===== src/ultrasonic_range_controller_macros.svh =====
// assertion helpers, used by the top-level file to check its own logic
`ifndef ULTRASONIC_RANGE_CONTROLLER_MACROS_SVH
`define ULTRASONIC_RANGE_CONTROLLER_MACROS_SVH

// same-cycle implication, checked outside reset
`define URC_ASSERT_NOW(lbl, clk, rst, ante, cons, msg) \
   lbl: assert property (@(posedge clk) disable iff (rst) (ante) |-> (cons)) else $error(msg);

// next-cycle implication, checked outside reset
`define URC_ASSERT_NEXT(lbl, clk, rst, ante, cons, msg) \
   lbl: assert property (@(posedge clk) disable iff (rst) (ante) |=> (cons)) else $error(msg);

`endif


===== src/urc_pkg.sv =====
package urc_pkg;

   // port widths
   localparam int REQ_TDATA_W = 24;
   localparam int RSP_TDATA_W = 40;
   localparam int CSR_INDEX_W = 2;
   localparam int CSR_DATA_W  = 16;

   // field widths
   localparam int TS_W    = 16;
   localparam int PHASE_W = 8;
   localparam int SPEED_W = 9;
   localparam int DIST_W  = 14;
   localparam int PROD_W  = TS_W + SPEED_W;

   // width*speed/2000 done as ((width*speed) >> 4) / 125, the /125 by reciprocal
   localparam int                DIV_PRE_SHIFT = 4;
   localparam int                DIV_X_W       = PROD_W - DIV_PRE_SHIFT;
   localparam int                DIV_SHIFT     = 28;
   localparam int                DIV_RECIP_W   = 22;
   localparam logic [21:0]       DIV_RECIP     = 22'd2147484;
   localparam int                DIV_FULL_W    = DIV_X_W + DIV_RECIP_W;
   localparam int                QUOT_W        = DIV_FULL_W - DIV_SHIFT;
   localparam logic [DIST_W-1:0] DIST_MAX      = '1;

   // register reset values
   localparam logic [PHASE_W-1:0] CYCLE_LENGTH_RST = 8'd50;
   localparam logic [PHASE_W-1:0] LISTEN_CLOSE_RST = 8'd19;
   localparam logic [TS_W-1:0]    MIN_WIDTH_RST    = 16'd150;
   localparam logic [SPEED_W-1:0] SOUND_SPEED_RST  = 9'd332;

   // edge count codes
   localparam logic [1:0] EDGES_NONE  = 2'd0;
   localparam logic [1:0] EDGES_START = 2'd1;
   localparam logic [1:0] EDGES_DONE  = 2'd2;

   // register indexes
   typedef enum logic [CSR_INDEX_W-1:0] {
      CSR_CYCLE_LENGTH = 2'd0,
      CSR_LISTEN_CLOSE = 2'd1,
      CSR_MIN_WIDTH    = 2'd2,
      CSR_SOUND_SPEED  = 2'd3
   } csr_index_type;

   // queue geometry
   localparam int Q_DEPTH = 2;
   localparam int Q_PTR_W = 1;
   localparam int Q_CNT_W = 2;

   // classified item between front and back
   typedef struct packed {
      logic            is_edge;
      logic            ch_ok;
      logic            ch;
      logic [TS_W-1:0] ts;
   } item_type;

   // queue status seen by the front
   typedef struct packed {
      logic full;
      logic empty;
   } q_stat_type;

   // per-item info carried down the back pipeline
   typedef struct packed {
      logic            ch_ok;
      logic            ch;
      logic            upd;
      logic [TS_W-1:0] width;
      logic [1:0]      tmask;
      logic [1:0]      lmask;
   } stage_type;

endpackage


===== src/urc_front.sv =====
module urc_front #(
   parameter int CHANNELS = 2
) (
   input  logic                                clock,
   input  logic                                reset,
   input  logic                                req_tvalid,
   output logic                                req_tready,
   input  logic [urc_pkg::REQ_TDATA_W-1:0]     req_tdata,
   input  logic                                req_tuser,
   input  urc_pkg::q_stat_type                 q_stat,
   output logic                                push,
   output urc_pkg::item_type                   push_item
);
   import urc_pkg::*;

   logic     valid_ff, valid_in;
   item_type item_ff, item_in;
   logic     take;

   // hold one item; free when empty or when it moves into the queue
   assign push       = valid_ff && !q_stat.full;
   assign req_tready = !valid_ff || !q_stat.full;
   assign take       = req_tvalid && req_tready;
   assign push_item  = item_ff;

   // classify the incoming item
   always_comb begin
      item_in.is_edge = req_tuser;
      item_in.ch      = req_tdata[0];
      item_in.ch_ok   = (int'(req_tdata[0]) < CHANNELS);
      item_in.ts      = req_tdata[TS_W:1];
      valid_in        = take || (valid_ff && !push);
   end

   always_ff @(posedge clock) begin
      if (reset) begin
         valid_ff <= 1'b0;
      end else begin
         valid_ff <= valid_in;
      end
      if (take) begin
         item_ff <= item_in;
      end
   end

endmodule


===== src/urc_queue.sv =====
module urc_queue (
   input  logic                clock,
   input  logic                reset,
   input  logic                push,
   input  urc_pkg::item_type   push_item,
   input  logic                pop,
   output urc_pkg::item_type   pop_item,
   output urc_pkg::q_stat_type q_stat
);
   import urc_pkg::*;

   item_type             mem_ff [Q_DEPTH];
   logic [Q_PTR_W-1:0]   wr_ptr_ff, wr_ptr_in;
   logic [Q_PTR_W-1:0]   rd_ptr_ff, rd_ptr_in;
   logic [Q_CNT_W-1:0]   cnt_ff, cnt_in;

   assign q_stat.full  = (cnt_ff == Q_CNT_W'(Q_DEPTH));
   assign q_stat.empty = (cnt_ff == '0);
   assign pop_item     = mem_ff[rd_ptr_ff];

   // pointer and fill count
   always_comb begin
      wr_ptr_in = push ? wr_ptr_ff + 1'b1 : wr_ptr_ff;
      rd_ptr_in = pop ? rd_ptr_ff + 1'b1 : rd_ptr_ff;
      cnt_in    = cnt_ff;
      if (push && !pop) begin
         cnt_in = cnt_ff + 1'b1;
      end else if (pop && !push) begin
         cnt_in = cnt_ff - 1'b1;
      end
   end

   always_ff @(posedge clock) begin
      if (reset) begin
         wr_ptr_ff <= '0;
         rd_ptr_ff <= '0;
         cnt_ff    <= '0;
      end else begin
         wr_ptr_ff <= wr_ptr_in;
         rd_ptr_ff <= rd_ptr_in;
         cnt_ff    <= cnt_in;
      end
      if (push) begin
         mem_ff[wr_ptr_ff] <= push_item;
      end
   end

endmodule


===== src/urc_back.sv =====
module urc_back #(
   parameter int CHANNELS = 2
) (
   input  logic                              clock,
   input  logic                              reset,
   input  logic                              q_valid,
   input  urc_pkg::item_type                 q_item,
   output logic                              pop,
   input  logic                              csr_we,
   input  logic [urc_pkg::CSR_INDEX_W-1:0]   csr_index,
   input  logic [urc_pkg::CSR_DATA_W-1:0]    csr_wdata,
   output logic                              rsp_tvalid,
   input  logic                              rsp_tready,
   output logic [urc_pkg::RSP_TDATA_W-1:0]   rsp_tdata,
   output logic                              rsp_tuser
);
   import urc_pkg::*;

   localparam int IDX_W = (CHANNELS > 1) ? $clog2(CHANNELS) : 1;

   // configuration
   logic [PHASE_W-1:0] cycle_len_ff;
   logic [PHASE_W-1:0] close_ff;
   logic [TS_W-1:0]    min_width_ff;
   logic [SPEED_W-1:0] speed_ff;

   // scheduler and channel state
   logic [PHASE_W-1:0]  phase_ff, phase_in;
   logic [CHANNELS-1:0] trig_ff, trig_in;
   logic [CHANNELS-1:0] listen_ff, listen_in;
   logic [1:0]          cnt_ff   [CHANNELS];
   logic [1:0]          cnt_in   [CHANNELS];
   logic [TS_W-1:0]     start_ff [CHANNELS];
   logic [TS_W-1:0]     start_in [CHANNELS];
   logic [TS_W-1:0]     width_ff [CHANNELS];
   logic [DIST_W-1:0]   dist_ff  [CHANNELS];

   // pipeline
   logic                adv;
   logic                a_valid_ff, b_valid_ff, rsp_valid_ff;
   stage_type           a_ff, a_in, b_ff;
   logic [PROD_W-1:0]   a_prod_ff, a_prod_in;
   logic [QUOT_W-1:0]   b_quot_ff, b_quot_in;
   logic [DIV_FULL_W-1:0] div_full;
   logic [RSP_TDATA_W-1:0] rsp_data_ff, rsp_data_in;
   logic                rsp_upd_ff;

   logic [IDX_W-1:0]    q_idx, b_idx;
   logic [TS_W-1:0]     edge_width;
   logic [PHASE_W:0]    phase_sum;
   logic [CHANNELS+1:0] trig_ext, listen_ext;
   logic [DIST_W-1:0]   c_dist;
   logic [TS_W-1:0]     out_width;
   logic [DIST_W-1:0]   out_dist;
   logic                ch_listen;
   logic [1:0]          ch_cnt;

   assign adv        = !rsp_valid_ff || rsp_tready;
   assign pop        = adv && q_valid;
   assign rsp_tvalid = rsp_valid_ff;
   assign rsp_tdata  = rsp_data_ff;
   assign rsp_tuser  = rsp_upd_ff;

   assign q_idx = IDX_W'(q_item.ch);
   assign b_idx = IDX_W'(b_ff.ch);

   // register writes
   always_ff @(posedge clock) begin
      if (reset) begin
         cycle_len_ff <= CYCLE_LENGTH_RST;
         close_ff     <= LISTEN_CLOSE_RST;
         min_width_ff <= MIN_WIDTH_RST;
         speed_ff     <= SOUND_SPEED_RST;
      end else if (csr_we) begin
         unique case (csr_index_type'(csr_index))
            CSR_CYCLE_LENGTH: cycle_len_ff <= csr_wdata[PHASE_W-1:0];
            CSR_LISTEN_CLOSE: close_ff     <= csr_wdata[PHASE_W-1:0];
            CSR_MIN_WIDTH:    min_width_ff <= csr_wdata[TS_W-1:0];
            CSR_SOUND_SPEED:  speed_ff     <= csr_wdata[SPEED_W-1:0];
            default:          cycle_len_ff <= cycle_len_ff;
         endcase
      end
   end

   // stage a: state update for the popped item, width and product
   always_comb begin
      ch_listen  = q_item.ch_ok && listen_ff[q_idx];
      ch_cnt     = cnt_ff[q_idx];
      edge_width = q_item.ts - start_ff[q_idx];
      phase_sum  = {1'b0, phase_ff} + 1'b1;
      phase_in   = phase_ff;
      trig_in    = trig_ff;
      listen_in  = listen_ff;
      for (int c = 0; c < CHANNELS; c++) begin
         cnt_in[c]   = cnt_ff[c];
         start_in[c] = start_ff[c];
      end
      if (pop && !q_item.is_edge) begin
         // scheduler tick: phase-0, phase-1 then close actions, close wins
         for (int c = 0; c < CHANNELS; c++) begin
            if (phase_ff == '0) begin
               trig_in[c] = 1'b1;
            end
            if (phase_ff == PHASE_W'(1)) begin
               trig_in[c]   = 1'b0;
               cnt_in[c]    = EDGES_NONE;
               listen_in[c] = 1'b1;
            end
            if (phase_ff == close_ff) begin
               listen_in[c] = 1'b0;
               trig_in[c]   = 1'b0;
            end
         end
         phase_in = (phase_sum >= {1'b0, cycle_len_ff}) ? '0 : phase_sum[PHASE_W-1:0];
      end else if (pop && ch_listen) begin
         // echo edge on a listening channel
         for (int c = 0; c < CHANNELS; c++) begin
            if (c == int'(q_item.ch)) begin
               if (cnt_ff[c] == EDGES_NONE) begin
                  start_in[c] = q_item.ts;
                  cnt_in[c]   = EDGES_START;
               end else if (cnt_ff[c] == EDGES_START) begin
                  cnt_in[c] = EDGES_DONE;
               end
            end
         end
      end
      trig_ext   = {2'b00, trig_in};
      listen_ext = {2'b00, listen_in};
      a_in.ch_ok = q_item.ch_ok;
      a_in.ch    = q_item.ch;
      a_in.upd   = q_item.is_edge && ch_listen && (ch_cnt == EDGES_START) &&
                   (edge_width > min_width_ff);
      a_in.width = edge_width;
      a_in.tmask = trig_ext[1:0];
      a_in.lmask = listen_ext[1:0];
      a_prod_in  = PROD_W'(edge_width) * PROD_W'(speed_ff);
   end

   // stage b: divide by 2000 as a reciprocal multiply
   always_comb begin
      div_full  = DIV_FULL_W'(a_prod_ff[PROD_W-1:DIV_PRE_SHIFT]) * DIV_FULL_W'(DIV_RECIP);
      b_quot_in = div_full[DIV_FULL_W-1:DIV_SHIFT];
   end

   // stage c: saturate, store measurement, build the result
   always_comb begin
      c_dist    = (b_quot_ff > QUOT_W'(DIST_MAX)) ? DIST_MAX : b_quot_ff[DIST_W-1:0];
      out_width = '0;
      out_dist  = '0;
      if (b_ff.upd) begin
         out_width = b_ff.width;
         out_dist  = c_dist;
      end else if (b_ff.ch_ok) begin
         out_width = width_ff[b_idx];
         out_dist  = dist_ff[b_idx];
      end
      rsp_data_in = RSP_TDATA_W'({out_dist, out_width, b_ff.lmask, b_ff.tmask});
   end

   // state and pipeline registers
   always_ff @(posedge clock) begin
      if (reset) begin
         phase_ff     <= '0;
         trig_ff      <= '0;
         listen_ff    <= CHANNELS'(1);
         a_valid_ff   <= 1'b0;
         b_valid_ff   <= 1'b0;
         rsp_valid_ff <= 1'b0;
         for (int c = 0; c < CHANNELS; c++) begin
            cnt_ff[c]   <= EDGES_NONE;
            width_ff[c] <= '0;
            dist_ff[c]  <= '0;
         end
      end else begin
         phase_ff  <= phase_in;
         trig_ff   <= trig_in;
         listen_ff <= listen_in;
         for (int c = 0; c < CHANNELS; c++) begin
            cnt_ff[c] <= cnt_in[c];
         end
         if (adv) begin
            a_valid_ff   <= pop;
            b_valid_ff   <= a_valid_ff;
            rsp_valid_ff <= b_valid_ff;
            if (b_valid_ff && b_ff.upd) begin
               width_ff[b_idx] <= b_ff.width;
               dist_ff[b_idx]  <= c_dist;
            end
         end
      end
      for (int c = 0; c < CHANNELS; c++) begin
         start_ff[c] <= start_in[c];
      end
      if (adv) begin
         a_ff        <= a_in;
         a_prod_ff   <= a_prod_in;
         b_ff        <= a_ff;
         b_quot_ff   <= b_quot_in;
         rsp_data_ff <= rsp_data_in;
         rsp_upd_ff  <= b_ff.upd;
      end
   end

endmodule


===== src/ultrasonic_range_controller.sv =====
// Multi-channel ultrasonic ranger.
// Request channel (req_): one item per scheduler tick (req_tuser = 0) or per echo
// edge (req_tuser = 1) on the channel in req_tdata, with its microsecond timestamp.
// Response channel (rsp_): exactly one item per request, in order, carrying the
// trigger and listen masks after that item and the stored width and distance of
// the item's channel; rsp_tuser marks an item that stored a new measurement.
// Register port (csr_): index 0 cycle length, 1 listen close phase, 2 minimum
// width in us, 3 speed of sound in m/s; the user must see that they are written
// only while the block is idle; the block does not enforce it. A request passes
// the input register, queue, state-update stage, divide stage, response register.
// Throughput: one item per cycle unless the response stalls; the phase and channel
// state update on a pop, and width*speed/2000 is split over two multiplier stages.
// Reset: phase 0, channel 0 listening, triggers off, stored measurements zero,
// registers at 50 / 19 / 150 / 332.
// A stalled response freezes the back pipeline; a two-entry queue and the input
// register keep taking requests until they fill, then req_tready drops.
module ultrasonic_range_controller #(
   parameter int CHANNELS = 2
) (
   input  logic                              clock,
   input  logic                              reset,
   input  logic                              req_tvalid,
   output logic                              req_tready,
   // channel [0], timestamp_us [16:1], zero [23:17]
   input  logic [urc_pkg::REQ_TDATA_W-1:0]   req_tdata,
   // operation [0]
   input  logic                              req_tuser,
   output logic                              rsp_tvalid,
   input  logic                              rsp_tready,
   // trigger_mask [1:0], listen_mask [3:2], width_us [19:4], distance_mm [33:20],
   // zero [39:34]
   output logic [urc_pkg::RSP_TDATA_W-1:0]   rsp_tdata,
   // updated [0]
   output logic                              rsp_tuser,
   input  logic                              csr_we,
   input  logic [urc_pkg::CSR_INDEX_W-1:0]   csr_index,
   input  logic [urc_pkg::CSR_DATA_W-1:0]    csr_wdata
);
   import urc_pkg::*;

   `include "ultrasonic_range_controller_macros.svh"

   q_stat_type q_stat;
   item_type   push_item, pop_item;
   logic       push, pop;

   // accept and classify
   urc_front #(.CHANNELS(CHANNELS)) u_front (
      .clock      (clock),
      .reset      (reset),
      .req_tvalid (req_tvalid),
      .req_tready (req_tready),
      .req_tdata  (req_tdata),
      .req_tuser  (req_tuser),
      .q_stat     (q_stat),
      .push       (push),
      .push_item  (push_item)
   );

   // decoupling queue
   urc_queue u_queue (
      .clock     (clock),
      .reset     (reset),
      .push      (push),
      .push_item (push_item),
      .pop       (pop),
      .pop_item  (pop_item),
      .q_stat    (q_stat)
   );

   // state update, distance and response
   urc_back #(.CHANNELS(CHANNELS)) u_back (
      .clock      (clock),
      .reset      (reset),
      .q_valid    (!q_stat.empty),
      .q_item     (pop_item),
      .pop        (pop),
      .csr_we     (csr_we),
      .csr_index  (csr_index),
      .csr_wdata  (csr_wdata),
      .rsp_tvalid (rsp_tvalid),
      .rsp_tready (rsp_tready),
      .rsp_tdata  (rsp_tdata),
      .rsp_tuser  (rsp_tuser)
   );

   // queue never overflows or underflows
   `URC_ASSERT_NOW(a_no_push_full, clock, reset, q_stat.full, !push, "push into full queue")
   `URC_ASSERT_NOW(a_no_pop_empty, clock, reset, pop, !q_stat.empty, "pop from empty queue")
   // an item pushed into an empty queue is visible next cycle
   `URC_ASSERT_NEXT(a_push_seen, clock, reset, push && q_stat.empty, !q_stat.empty,
                    "pushed item lost")

endmodule

===== config.mk =====
export PLATFORM = sky130hd
export DESIGN_NAME = ultrasonic_range_controller
export DESIGN_NICKNAME = d
export VERILOG_FILES = /design/src/urc_pkg.sv /design/src/urc_front.sv /design/src/urc_queue.sv /design/src/urc_back.sv /design/src/ultrasonic_range_controller.sv
export VERILOG_INCLUDE_DIRS = /design/src /design/src/src
export SDC_FILE = /design/constraint.sdc
export NUM_CORES = 1
export LEC_CHECK = 0
export BUFFER_PORTS_ARGS = -buffer_cell sky130_fd_sc_hd__buf_4
export CAP_MARGIN = 20
export CORE_MARGIN = 2
export CORE_UTILIZATION = 55
export DETAILED_ROUTE_END_ITERATION = 7
export PLACE_DENSITY = 0.81
export SLEW_MARGIN = 5
export SYNTH_ARGS = -nofsm -noshare
export SYNTH_HDL_FRONTEND = slang
export SYNTH_SLANG_ARGS = --single-unit

===== constraint.sdc =====
create_clock -name clock -period 11.3 [get_ports clock]
set_input_delay 1.695 -clock clock [delete_from_list [all_inputs] [get_ports clock]]
set_output_delay 1.695 -clock clock [all_outputs]
set_load 0.005 [all_outputs]

Word-level counts from Yosys, hierarchy flattened. Memories as Yosys holds them, arrays and structs flattened. A register that Yosys moved wholly into a read port is not among the register bits. Cells that the tools add are included.

$lt $le $gt $ge: 4. Multipliers: 2. Bitwise gates (word level): 2. Equal/unequal tests: 17. Add/subtract/negate cells: 6. Reductions and logical operators: 38. Multiplexer cells: 62.

Operators with widths (number): $mux 16 (8); $mux 32 (2); $mux 14 (4); $mul 21x20->41 const B (1); $reduce_or 16->1 (2); $mux 1 (31); $mux 2 (14); $mul 16x9->25 (1); $gt 16x16->1 (1); $sub 16x16->16 (1); $gt 15x14->1 const B (1); $reduce_or 14->1 (1); $logic_and 1x1->1 (12); $add 8x1->9 const B (1); $ge 9x8->1 (1); $eq 2x1->1 const B (4); $eq 8x1->1 const B (1); $eq 8x8->1 (1); $logic_not 2->1 (4); $logic_not 8->1 (1); $mux 4 (2); $mux 8 (1); $ne 4x4->1 const B (2); $reduce_and 2->1 (4); 14 further kinds (30).

Memories kept: 5. Register bits: 200. Bits of input ports: 48. Output and inout bits: 43. RAM bits: 132. Word-level logic and storage cells: 169.

Memories: u_queue.mem_ff (words 2, width 18, read ports 1, clocked after Yosys merged registers in 1, wr ports 1, RTL line urc_queue.sv:12) `item_type mem_ff [Q_DEPTH];`; u_back.start_ff (words 2, width 16, read ports 1, clocked after Yosys merged registers in 0, wr ports 1, RTL line urc_back.sv:33) `logic [TS_W-1:0] start_ff [CHANNELS];`; u_back.width_ff (words 2, width 16, read ports 1, clocked after Yosys merged registers in 1, wr ports 2, RTL line urc_back.sv:35) `logic [TS_W-1:0] width_ff [CHANNELS];`; u_back.dist_ff (words 2, width 14, read ports 1, clocked after Yosys merged registers in 1, wr ports 2, RTL line urc_back.sv:36) `logic [DIST_W-1:0] dist_ff [CHANNELS];`; u_back.cnt_ff (words 2, width 2, read ports 3, clocked after Yosys merged registers in 0, wr ports 2, RTL line urc_back.sv:31) `logic [1:0] cnt_ff [CHANNELS];`.

Logic depth before layout (Yosys ltp). Gate-level depths: netlist of run 1.

Depth in word-level cells: 8. Depth in mapped cells: 34. Gate-level depth less buffers: 31.

Modules after synthesis. A second synthesis of run 1 with hierarchy kept.

Cell total of the unflattened synthesis: 2177. Area total of the unflattened synthesis: 23850.4 um^2.

Modules (own cells, without submodules): urc_back (cells an instance 2069, area each 21668.3 um^2, instances 1, seq. area each 7497.2 um^2); urc_queue (cells an instance 81, area each 1579.0 um^2, instances 1, seq. area each 1241.2 um^2); urc_front (cells an instance 26, area each 599.3 um^2, instances 1, seq. area each 560.5 um^2); ultrasonic_range_controller (cells an instance 1, area each 3.8 um^2, instances 1, seq. area each 0.0 um^2).

Worst setup path before layout of run 1. OpenSTA, ideal clock, no wires.

Kind: register -> register. From: register (tool-made name). To: register u_back.a_prod_ff[24], data pin. Path buffers: 3. Arrival time: 7.735 ns. Clock period less this slack: 8.000 ns. Required time: 11.034 ns. Stages on the path, launching flop included: 34. Setup time: 0.266 ns. Slack: 3.300 ns. Path through: dfxtp_1 buf_6 mux2i_4 clkbuf_1 nand2_1 nand2_1 ha_1 inv_1 fa_1 a21o_1 a21oi_1 o21bai_1 a41o_1 a2111oi_2 nor2_1 xor2_1 nand2_1 fa_1 inv_1 fa_1 fa_1 inv_1 fa_1 inv_1 ha_1 clkbuf_1 a21oi_1 o21bai_1 a211o_1 or3_1 o21ai_1 o21ai_1 nor4_1 nor3_1.

RTL lines: end signal: assignment (RTL line urc_back.sv:197) `a_prod_ff <= a_prod_in;`; end: declaration (RTL line urc_back.sv:42) `logic [PROD_W-1:0] a_prod_ff, a_prod_in;`.

==> impl_metrics.json, run 1 <==
{
  "via_count": 15600,
  "start_util_pct": 55.7,
  "seq_area_frac_synth_pct": 39.4,
  "wire_length_of_the_first_global_routing_pass_mm": 79.9,
  "most-common-layout-cells": "sky130_fd_sc_hd__inv_1 (338), sky130_fd_sc_hd__edfxtp_1 (261), sky130_fd_sc_hd__ha_1 (259)",
  "setup.worst_path.start_class": "register",
  "synth_enable_flop_cells": 261,
  "antenna_found_initial": 0,
  "top_level_ports": 91,
  "cts-resized-gates": 0,
  "diodes": 0,
  "cts-buffers-inserted": 31,
  "worstSkewPairLatency_ns": 0.59,
  "htree_num_levels": 1,
  "place.detailed.hpwl_mm": 36.2,
  "synth.distinct_cells": 68,
  "finalHoldViolCount": 0,
  "worst_slew_margin_rel_pct": 29.7,
  "tritoncts_clock_tree": "built",
  "clk_pin_slew_worst_paths_ns": 0.06,
  "nNetsFinal": 2695,
  "floorplan.die_area_mm2": 0.0441,
  "worst-endpoint-arrival_ns": 9.31,
  "hold_buffers": 0,
  "floorplan.core_area_mm2": 0.0419,
  "report.final.slew_viol_count": 0,
  "mappedNetlistArea_mm2": 0.0233,
  "setup.worst_path.class": "reg -> reg",
  "grt-ovfl-total": 0,
  "asyncSetResetFlopFracSynth_pct": 0,
  "grt_pass1_vias": 16300,
  "hold_start": "u_back.a_ff[11]$_DFFE_PN_",
  "largest_fanout_on_the_critical_path": 19,
  "post_route_cells_drive_above_1_share_pct": 8.28,
  "cts_max_path_buffers": 3,
  "drt_first_iter_violations": 966,
  "area.growth.synth_to_final_pct": 9.33,
  "ys_ff_latch": 328,
  "yosysWarningCount": 0,
  "unrepaired_setup_endpoints_after_global_routing": "false",
  "dominantRegCellSynth": "sky130_fd_sc_hd__edfxtp_1",
  "wl_per_cell_um": 17.8,
  "cp.required_ns": 11.62,
  "drt_drc_violations_left": 0,
  "final_antenna_net_count": 0,
  "crit_path_frequent_cell": "sky130_fd_sc_hd__fa_1",
  "clock-sinks": 328,
  "most_common_library_cell_in_the_layout_ignoring_fill_and_taps": "sky130_fd_sc_hd__inv_1",
  "worstRegToRegCells": 31,
  "post_drt_via_cell_ratio": 5.64,
  "final.setup.tns_ns": 0,
  "max_stage_delay_ns": 0.91,
  "quantity_of_i_o_buffers_inserted_on_ports": 77,
  "die_y_um": 210,
  "clock-root-buffer": "sky130_fd_sc_hd__clkbuf_16",
  "synthCells": 2127,
  "die_width_um": 210,
  "r2r_end": "u_back.a_prod_ff[24]$_DFFE_PN_",
  "maximum_number_of_pins_on_one_net_before_global_route_repair": 75,
  "num_rows": 75,
  "crit_slowest_cell": "sky130_fd_sc_hd__mux2i_4",
  "max_slew.worst_pin.slew_ns": 1.03,
  "groute.usage.overall_pct": 22.7,
  "maxcap_violations": 0,
  "run_status": "completed",
  "clock.fmax_mhz": 111,
  "cts_setup_buffers": 0,
  "r2r_slack_ns": 2.31,
  "hp-class": "reg -> reg",
  "min_to": "u_back.b_ff[11]$_DFFE_PN_",
  "worst_hold_path.num_cells": 0,
  "syn-mean-instance-area_um2": 11.0,
  "finalWeightedCongestion": 0.916,
  "tmin_final_ns": 8.99,
  "critical_path.endpoint_type": "register",
  "finalClockSkew_ns": 0.0165,
  "postRouteWirelength_mm": 49.0,
  "fill_cells": 3234,
  "drt-pass1-iter-count": 8,
  "timing.final.crit_share_pct": 79.6,
  "final-setup-viol-count": 0
}
## per-layer routing
| layer | wire (um) | global-route usage [%] |
|---|---|---|
| met1 | 20300 | 29.0 |
| met2 | 24200 | 39.8 |
| met3 | 3200 | 3.74 |
| met4 | 1340 | 7.04 |
| met5 | 0 | 0 |
## layout make-up
cell class / instances / area, um^2 / area share, %
clock buffer: 44 / 897 / 3.52
clock inverter: 14 / 113 / 0.442
inverter: 341 / 1280 / 5.04
multi-input combinational: 1397 / 12600 / 49.5
sequential: 328 / 9180 / 36.0
tap: 539 / 674 / 2.65
timing repair buffer: 98 / 733 / 2.88
## critical path, delay by kind of cell, from the launching register on
| family | cells | cell delay, ns |
|---|---|---|
| flops | 1 | 0.31 |
| simple gates | 7 | 1.37 |
| mux | 1 | 0.91 |
| compound gates | 11 | 2.61 |
| buf+inv | 5 | 0.50 |
| fa+ha+maj | 7 | 2.99 |
## synth_stat cells, types with 14 or more instances
cell type | number | area, um^2
sky130_fd_sc_hd__edfxtp_1 | 261 | 7840
sky130_fd_sc_hd__inv_1 | 339 | 1270
sky130_fd_sc_hd__and2_1 | 79 | 494
sky130_fd_sc_hd__clkbuf_1 | 54 | 203
sky130_fd_sc_hd__nand2_1 | 194 | 728
sky130_fd_sc_hd__and3_1 | 24 | 150
sky130_fd_sc_hd__nor2b_1 | 28 | 175
sky130_fd_sc_hd__nor3_1 | 19 | 95.1
sky130_fd_sc_hd__ha_1 | 259 | 3240
sky130_fd_sc_hd__nor2_1 | 118 | 443
sky130_fd_sc_hd__dfxtp_1 | 67 | 1340
sky130_fd_sc_hd__a21oi_1 | 100 | 500
sky130_fd_sc_hd__a21o_1 | 28 | 210
sky130_fd_sc_hd__xor2_1 | 16 | 140
sky130_fd_sc_hd__a211oi_1 | 25 | 188
sky130_fd_sc_hd__mux2_2 | 16 | 180
sky130_fd_sc_hd__a31oi_1 | 14 | 87.6
sky130_fd_sc_hd__nand4_1 | 15 | 93.8
sky130_fd_sc_hd__fa_1 | 191 | 3820
sky130_fd_sc_hd__nand2b_1 | 15 | 93.8
sky130_fd_sc_hd__o21ai_0 | 47 | 235
sky130_fd_sc_hd__xnor2_1 | 38 | 333
sky130_fd_sc_hd__mux2i_1 | 35 | 350
## metrics by stage
step                cells  utilization [%]  setup WS, ns  instance area, um^2  hold slack [ns]
detailed placement   2703             58.5          2.45                24500            0.405
global route         2761             60.9          1.78                25500            0.428
floorplan            2132                -          3.30                23300            0.400
finish               2761             60.9          2.31                25500            0.414
CTS                  2761             60.9          2.43                25500            0.420
global placement     2702             58.5          2.63                24500            0.403
## worst max-delay path by stage
| stage | start | to | slack, ns | cells after the start |
|---|---|---|---|---|
| after floorplan | register | u_back.a_prod_ff[24]$_DFFE_PN_ | 3.30 | 33 |
| after CTS | register | u_back.a_prod_ff[24]$_DFFE_PN_ | 2.43 | 31 |
| after global routing | register | u_back.a_prod_ff[24]$_DFFE_PN_ | 1.78 | 31 |
| after global placement | register | u_back.a_prod_ff[24]$_DFFE_PN_ | 2.63 | 31 |
| final | register | u_back.a_prod_ff[24]$_DFFE_PN_ | 2.31 | 31 |
| after detailed placement | register | u_back.a_prod_ff[24]$_DFFE_PN_ | 2.45 | 31 |
## kinds of logic after synthesis
| family | Yosys count | share of synthesized area [%] |
|---|---|---|
| AND/OR/NAND/NOR | 545 | 11.3 |
| buffers and inverters | 407 | 6.70 |
| AO/OA/AOI/OAI | 290 | 7.95 |
| flip-flops | 328 | 39.4 |
| adder cells (fa/ha/maj) | 450 | 30.3 |
| XOR/XNOR | 54 | 2.03 |
| multiplexers | 52 | 2.37 |
| other | 1 | 0.0161 |
## registers in the layout (all words and copies together) (netlist names), 2 cells and up, named ones only
| name | flops |
|---|---|
| u_back.a_prod_ff | 21 |
| u_back.b_ff | 21 |
| u_back.cycle_len_ff | 8 |
| u_back.rsp_tdata | 34 |
| u_back.width_ff | 32 |
| u_back.trig_ff | 2 |
| u_back.cnt_ff | 4 |
| u_back.speed_ff | 9 |
| u_queue.cnt_ff | 2 |
| u_queue.mem_ff | 36 |
| u_back.phase_ff | 8 |
| u_back.start_ff | 32 |
| u_back.listen_ff | 2 |
| u_back.close_ff | 8 |
| u_back.a_ff | 22 |
| u_back.min_width_ff | 16 |
| u_back.b_quot_ff | 15 |
| u_back.dist_ff | 28 |
| u_front.push_item | 18 |
Power of run 1 is not shown: default switching activity piles up to over one toggle a cycle in this logic, so the estimate is an artifact.
==> inputs of run 2 (changes only) <==
PLACE_DENSITY = 0.84   (was 0.81)
clock period = 7.45 ns   (was 11.3 ns; I/O delays follow)
==> impl_metrics.json, run 2 (synthesized netlist as in run 1, its figures left out) <==
{
  "worstRegToRegCells": 33,
  "most_common_library_cell_in_the_layout_ignoring_fill_and_taps": "sky130_fd_sc_hd__inv_1",
  "max_slew.worst_pin.slew_ns": 1.03,
  "crit_slowest_cell": "sky130_fd_sc_hd__fa_1",
  "worst-endpoint-arrival_ns": 7.76,
  "tritoncts_clock_tree": "built",
  "wl_per_cell_um": 18.2,
  "tmin_final_ns": 7.50,
  "worst_hold_path.num_cells": 0,
  "setup_slack_ns": -0.0513,
  "top_level_ports": 91,
  "start_util_pct": 55.7,
  "via_count": 16000,
  "place.detailed.hpwl_mm": 37.1,
  "maximum_number_of_pins_on_one_net_before_global_route_repair": 86,
  "run_status": "finished, violations left",
  "final_antenna_net_count": 0,
  "finalClockSkew_ns": 0.0185,
  "cp.required_ns": 7.71,
  "critical_path.endpoint_type": "register",
  "post_drt_via_cell_ratio": 5.70,
  "unrepaired_setup_endpoints_after_global_routing": "true",
  "die_width_um": 210,
  "groute.usage.overall_pct": 23.3,
  "floorplan.die_area_mm2": 0.0441,
  "final-setup-viol-count": 1,
  "drt_drc_violations_left": 0,
  "quantity_of_i_o_buffers_inserted_on_ports": 77,
  "nNetsFinal": 2744,
  "clock-sinks": 328,
  "hold_buffers": 0,
  "maxcap_violations": 0,
  "largest_register_ffs": 36,
  "post_route_cells_drive_above_1_share_pct": 12.8,
  "clk_pin_slew_worst_paths_ns": 0.07,
  "worst_slew_margin_rel_pct": 31.2,
  "most-common-layout-cells": "sky130_fd_sc_hd__inv_1 (329), sky130_fd_sc_hd__edfxtp_1 (261), sky130_fd_sc_hd__ha_1 (252)",
  "num_rows": 75,
  "finalHoldViolCount": 0,
  "floorplan.core_area_mm2": 0.0419,
  "finalWeightedCongestion": 0.916,
  "area.growth.synth_to_final_pct": 13.0,
  "violations": "negative setup slack",
  "final.setup.tns_ns": -0.0513,
  "htree_num_levels": 2,
  "clock-root-buffer": "sky130_fd_sc_hd__clkbuf_16",
  "largest_fanout_on_the_critical_path": 4,
  "cts_max_path_buffers": 3,
  "worstSkewPairLatency_ns": 0.53,
  "largest-register": "u_queue.mem_ff",
  "grt_pass1_vias": 16700,
  "setup.worst_path.start_class": "register",
  "max_stage_delay_ns": 0.54,
  "setup.worst_path.class": "reg -> reg",
  "timing.final.crit_share_pct": 101,
  "antenna_found_initial": 0,
  "report.final.slew_viol_count": 0,
  "die_y_um": 210,
  "grt-ovfl-total": 0,
  "postRouteWirelength_mm": 51.3,
  "wire_length_of_the_first_global_routing_pass_mm": 82.5,
  "diodes": 0,
  "drt_first_iter_violations": 904,
  "drt-pass1-iter-count": 5,
  "cts-buffers-inserted": 35,
  "r2r_slack_ns": -0.05,
  "hp-class": "reg -> reg",
  "clock.fmax_mhz": 133
}
run 2: changes by cell type in the layout (fill, tap and decap cells not counted), sizes merged:
cell and change:
buf +45, bufinv -1, clkbuf +8, clkinv -2
clkinvlp +1
run 2: final timing paths:
kind,startpoint,endpoint
worst min register to register,u_back.b_ff[0]$_DFFE_PN_,u_back.rsp_tdata[2]$_DFFE_PN_
worst min-delay path,u_back.b_ff[0]$_DFFE_PN_,u_back.rsp_tdata[2]$_DFFE_PN_
worst max register to register,register,u_back.a_prod_ff[24]$_DFFE_PN_
worst max-delay path,register,u_back.a_prod_ff[24]$_DFFE_PN_
run 2: area by class of cell:
cell class	count	area (um^2)
clock buffers	52	1040
clock inverters	12	88.8
fillers	3030	15500
inverters	341	1290
multi-input cells	1397	12900
flip-flops and latches	328	9180
well taps	539	674
repair buffers	143	1120
run 2: through the flow:
stage	hold WS, ns	instances	cell area, um^2	util, %	setup slack, ns
floorplan	0.400	2132	23400	-	0.0255
global placement	0.402	2729	24700	59.1	0.0235
detailed placement	0.405	2729	24700	59.1	-0.134
CTS	0.414	2793	25900	61.9	0.0132
global route	0.413	2812	26300	62.9	-0.214
finish	0.414	2812	26300	62.9	-0.0513
run 2: critical path: cells and delay by family (launching register included):
kind	cells	cell delay, ns
compound gates	11	2.19
fa+ha+maj	7	2.80
buf+inv	7	0.56
flops	1	0.37
mux	1	0.21
simple gates	7	1.09
run 2: what timing repair did:
| item | CTS | global route |
|---|---|---|
| setup endpoints to repair | 7 | 9 |
| setup buffers | 0 | 17 |
| pin swaps | 2 | 43 |
| gates resized for setup | 9 | 63 |
run 2: metal layers:
layer  track usage [%]  up-vias  share of wire (%)
met4              7.80        0                3.2
met5                 0        -                  0
met1              29.1     7897                 40
li1                  -     7412                  -
met3              3.10      139                5.5
met2              41.8      574                 51
Power of run 2 is left out for the same reason.
==> inputs of run 3 (changes only) <==
BUFFER_PORTS_ARGS = unset   (was -buffer_cell sky130_fd_sc_hd__buf_4)
DONT_BUFFER_PORTS = 1   (was unset)
PLACE_DENSITY = 0.82   (was 0.84)
==> impl_metrics.json, run 3 (synthesized netlist as in run 1, its figures left out) <==
{
  "wl_per_cell_um": 18.3,
  "nNetsFinal": 2668,
  "die_width_um": 210,
  "max_stage_delay_ns": 0.53,
  "cts-buffers-inserted": 31,
  "floorplan.die_area_mm2": 0.0441,
  "maxcap_violations": 0,
  "final.setup.tns_ns": 0,
  "start_util_pct": 55.7,
  "drt-pass1-iter-count": 6,
  "setup.worst_path.class": "reg -> reg",
  "post_route_cells_drive_above_1_share_pct": 9.38,
  "crit_slowest_cell": "sky130_fd_sc_hd__fa_1",
  "die_y_um": 210,
  "hold_slack_ns": 0.420,
  "finalHoldViolCount": 0,
  "largest_register_ffs": 36,
  "num_rows": 75,
  "run_status": "completed",
  "fill_cells": 3094,
  "dp.cells": 2660,
  "most_common_library_cell_in_the_layout_ignoring_fill_and_taps": "sky130_fd_sc_hd__inv_1",
  "worst-endpoint-arrival_ns": 7.60,
  "postRouteWirelength_mm": 50.1,
  "floorplan.core_area_mm2": 0.0419,
  "layout.cells.non_filler": 2734,
  "largest-register": "u_queue.mem_ff",
  "diodes": 0,
  "timing.final.crit_share_pct": 97.9,
  "tmin_final_ns": 7.29,
  "final_antenna_net_count": 0,
  "htree_num_levels": 1,
  "largest_fanout_on_the_critical_path": 6,
  "critical_path.endpoint_type": "register",
  "tritoncts_clock_tree": "built",
  "final-setup-viol-count": 0,
  "most-common-layout-cells": "sky130_fd_sc_hd__inv_1 (335), sky130_fd_sc_hd__edfxtp_1 (261), sky130_fd_sc_hd__ha_1 (252)",
  "drt_first_iter_violations": 1145,
  "cts_max_path_buffers": 3,
  "grt-ovfl-total": 0,
  "via_count": 15600,
  "clk_pin_slew_worst_paths_ns": 0.07,
  "hold_buffers": 0,
  "finalClockSkew_ns": 0.0269,
  "top_level_ports": 91,
  "finalWeightedCongestion": 0.898,
  "groute.usage.overall_pct": 23.1,
  "area.growth.synth_to_final_pct": 10.1,
  "clock.fmax_mhz": 137,
  "max_slew.worst_pin.slew_ns": 1.09,
  "drt_drc_violations_left": 0,
  "clock-root-buffer": "sky130_fd_sc_hd__clkbuf_16",
  "worst_slew_margin_rel_pct": 26.7,
  "clock-sinks": 328,
  "quantity_of_i_o_buffers_inserted_on_ports": 0,
  "setup.worst_path.start_class": "register",
  "place.detailed.hpwl_mm": 37.0,
  "antenna_found_initial": 0,
  "maximum_number_of_pins_on_one_net_before_global_route_repair": 75,
  "hp-class": "reg -> reg",
  "post_drt_via_cell_ratio": 5.70,
  "seq_area_mm2": 0.00918,
  "grt_pass1_vias": 16500,
  "wire_length_of_the_first_global_routing_pass_mm": 81.6,
  "multiInputGateArea_mm2": 0.0129,
  "worstSkewPairLatency_ns": 0.57,
  "cp.required_ns": 7.75,
  "report.final.slew_viol_count": 0,
  "crit_path_frequent_cell": "sky130_fd_sc_hd__fa_1",
  "final_util_pct": 61.3
}
==> run 3: cell count changes in the layout (fill, tap and decap cells not counted), sizes merged <==
cell,delta
inv,+1
bufbuf,+1
bufinv,+4
clkinv,-1
clkinvlp,+5
buf,-74
clkbuf,-14
==> run 3: layer usage <==
layer / global-route usage [%] / wire [um] / up-vias
met5: 0.334 / 0 / -
li1: - / - / 7240
met2: 39.9 / 24900 / 565
met3: 4.31 / 3440 / 133
met1: 29.7 / 20200 / 7634
met4: 6.99 / 1520 / 0
==> run 3: area by class of cell <==
cell class / instances / share of cell area, %
flip-flops and latches: 328 / 35.8
repair buffers: 71 / 2.24
clock buffers: 37 / 3.11
multi-input cells: 1397 / 50.3
clock inverters: 21 / 0.921
inverters: 341 / 5.01
well taps: 539 / 2.63
==> run 3: worst max-delay path, delay by kind of cell (launching register included) <==
family,cells,cell delay (ns)
buffers and inverters,6,0.80
XOR/XNOR,2,0.31
adder cells (fa/ha/maj),6,2.58
AND/OR/NAND/NOR,3,0.28
flip-flops,1,0.38
multiplexers,2,0.53
AO/OA/AOI/OAI,11,2.13
==> run 3: what timing repair did <==
| item | in CTS | in global routing |
|---|---|---|
| endpoints found under the hold margin | 0 | 0 |
| endpoints found under the setup margin | 6 | 10 |
| gates resized for setup | 7 | 52 |
| pin swaps | 5 | 36 |
| buffers inserted | 4 | 11 |
==> run 3: final timing paths <==
kind / end / cells after the start / slack [ns] / from
max: u_back.a_prod_ff[17]$_DFFE_PN_ / 30 / 0.16 / register
min: u_back.b_ff[7]$_DFFE_PN_ / 0 / 0.42 / u_back.a_ff[7]$_DFFE_PN_
max reg2reg: u_back.a_prod_ff[17]$_DFFE_PN_ / 30 / 0.16 / register
min reg2reg: u_back.b_ff[7]$_DFFE_PN_ / 0 / 0.42 / u_back.a_ff[7]$_DFFE_PN_
==> run 3: metrics by stage <==
step                      area (um^2)  worst slack [ns]
final                           25700             0.156
after global routing            25700           -0.0826
after CTS                       25300            0.0104
after detailed placement        24200            -0.132
after global placement          24200             0.144
after floorplan                 23400            0.0255
Power of run 3 is left out for the same reason.
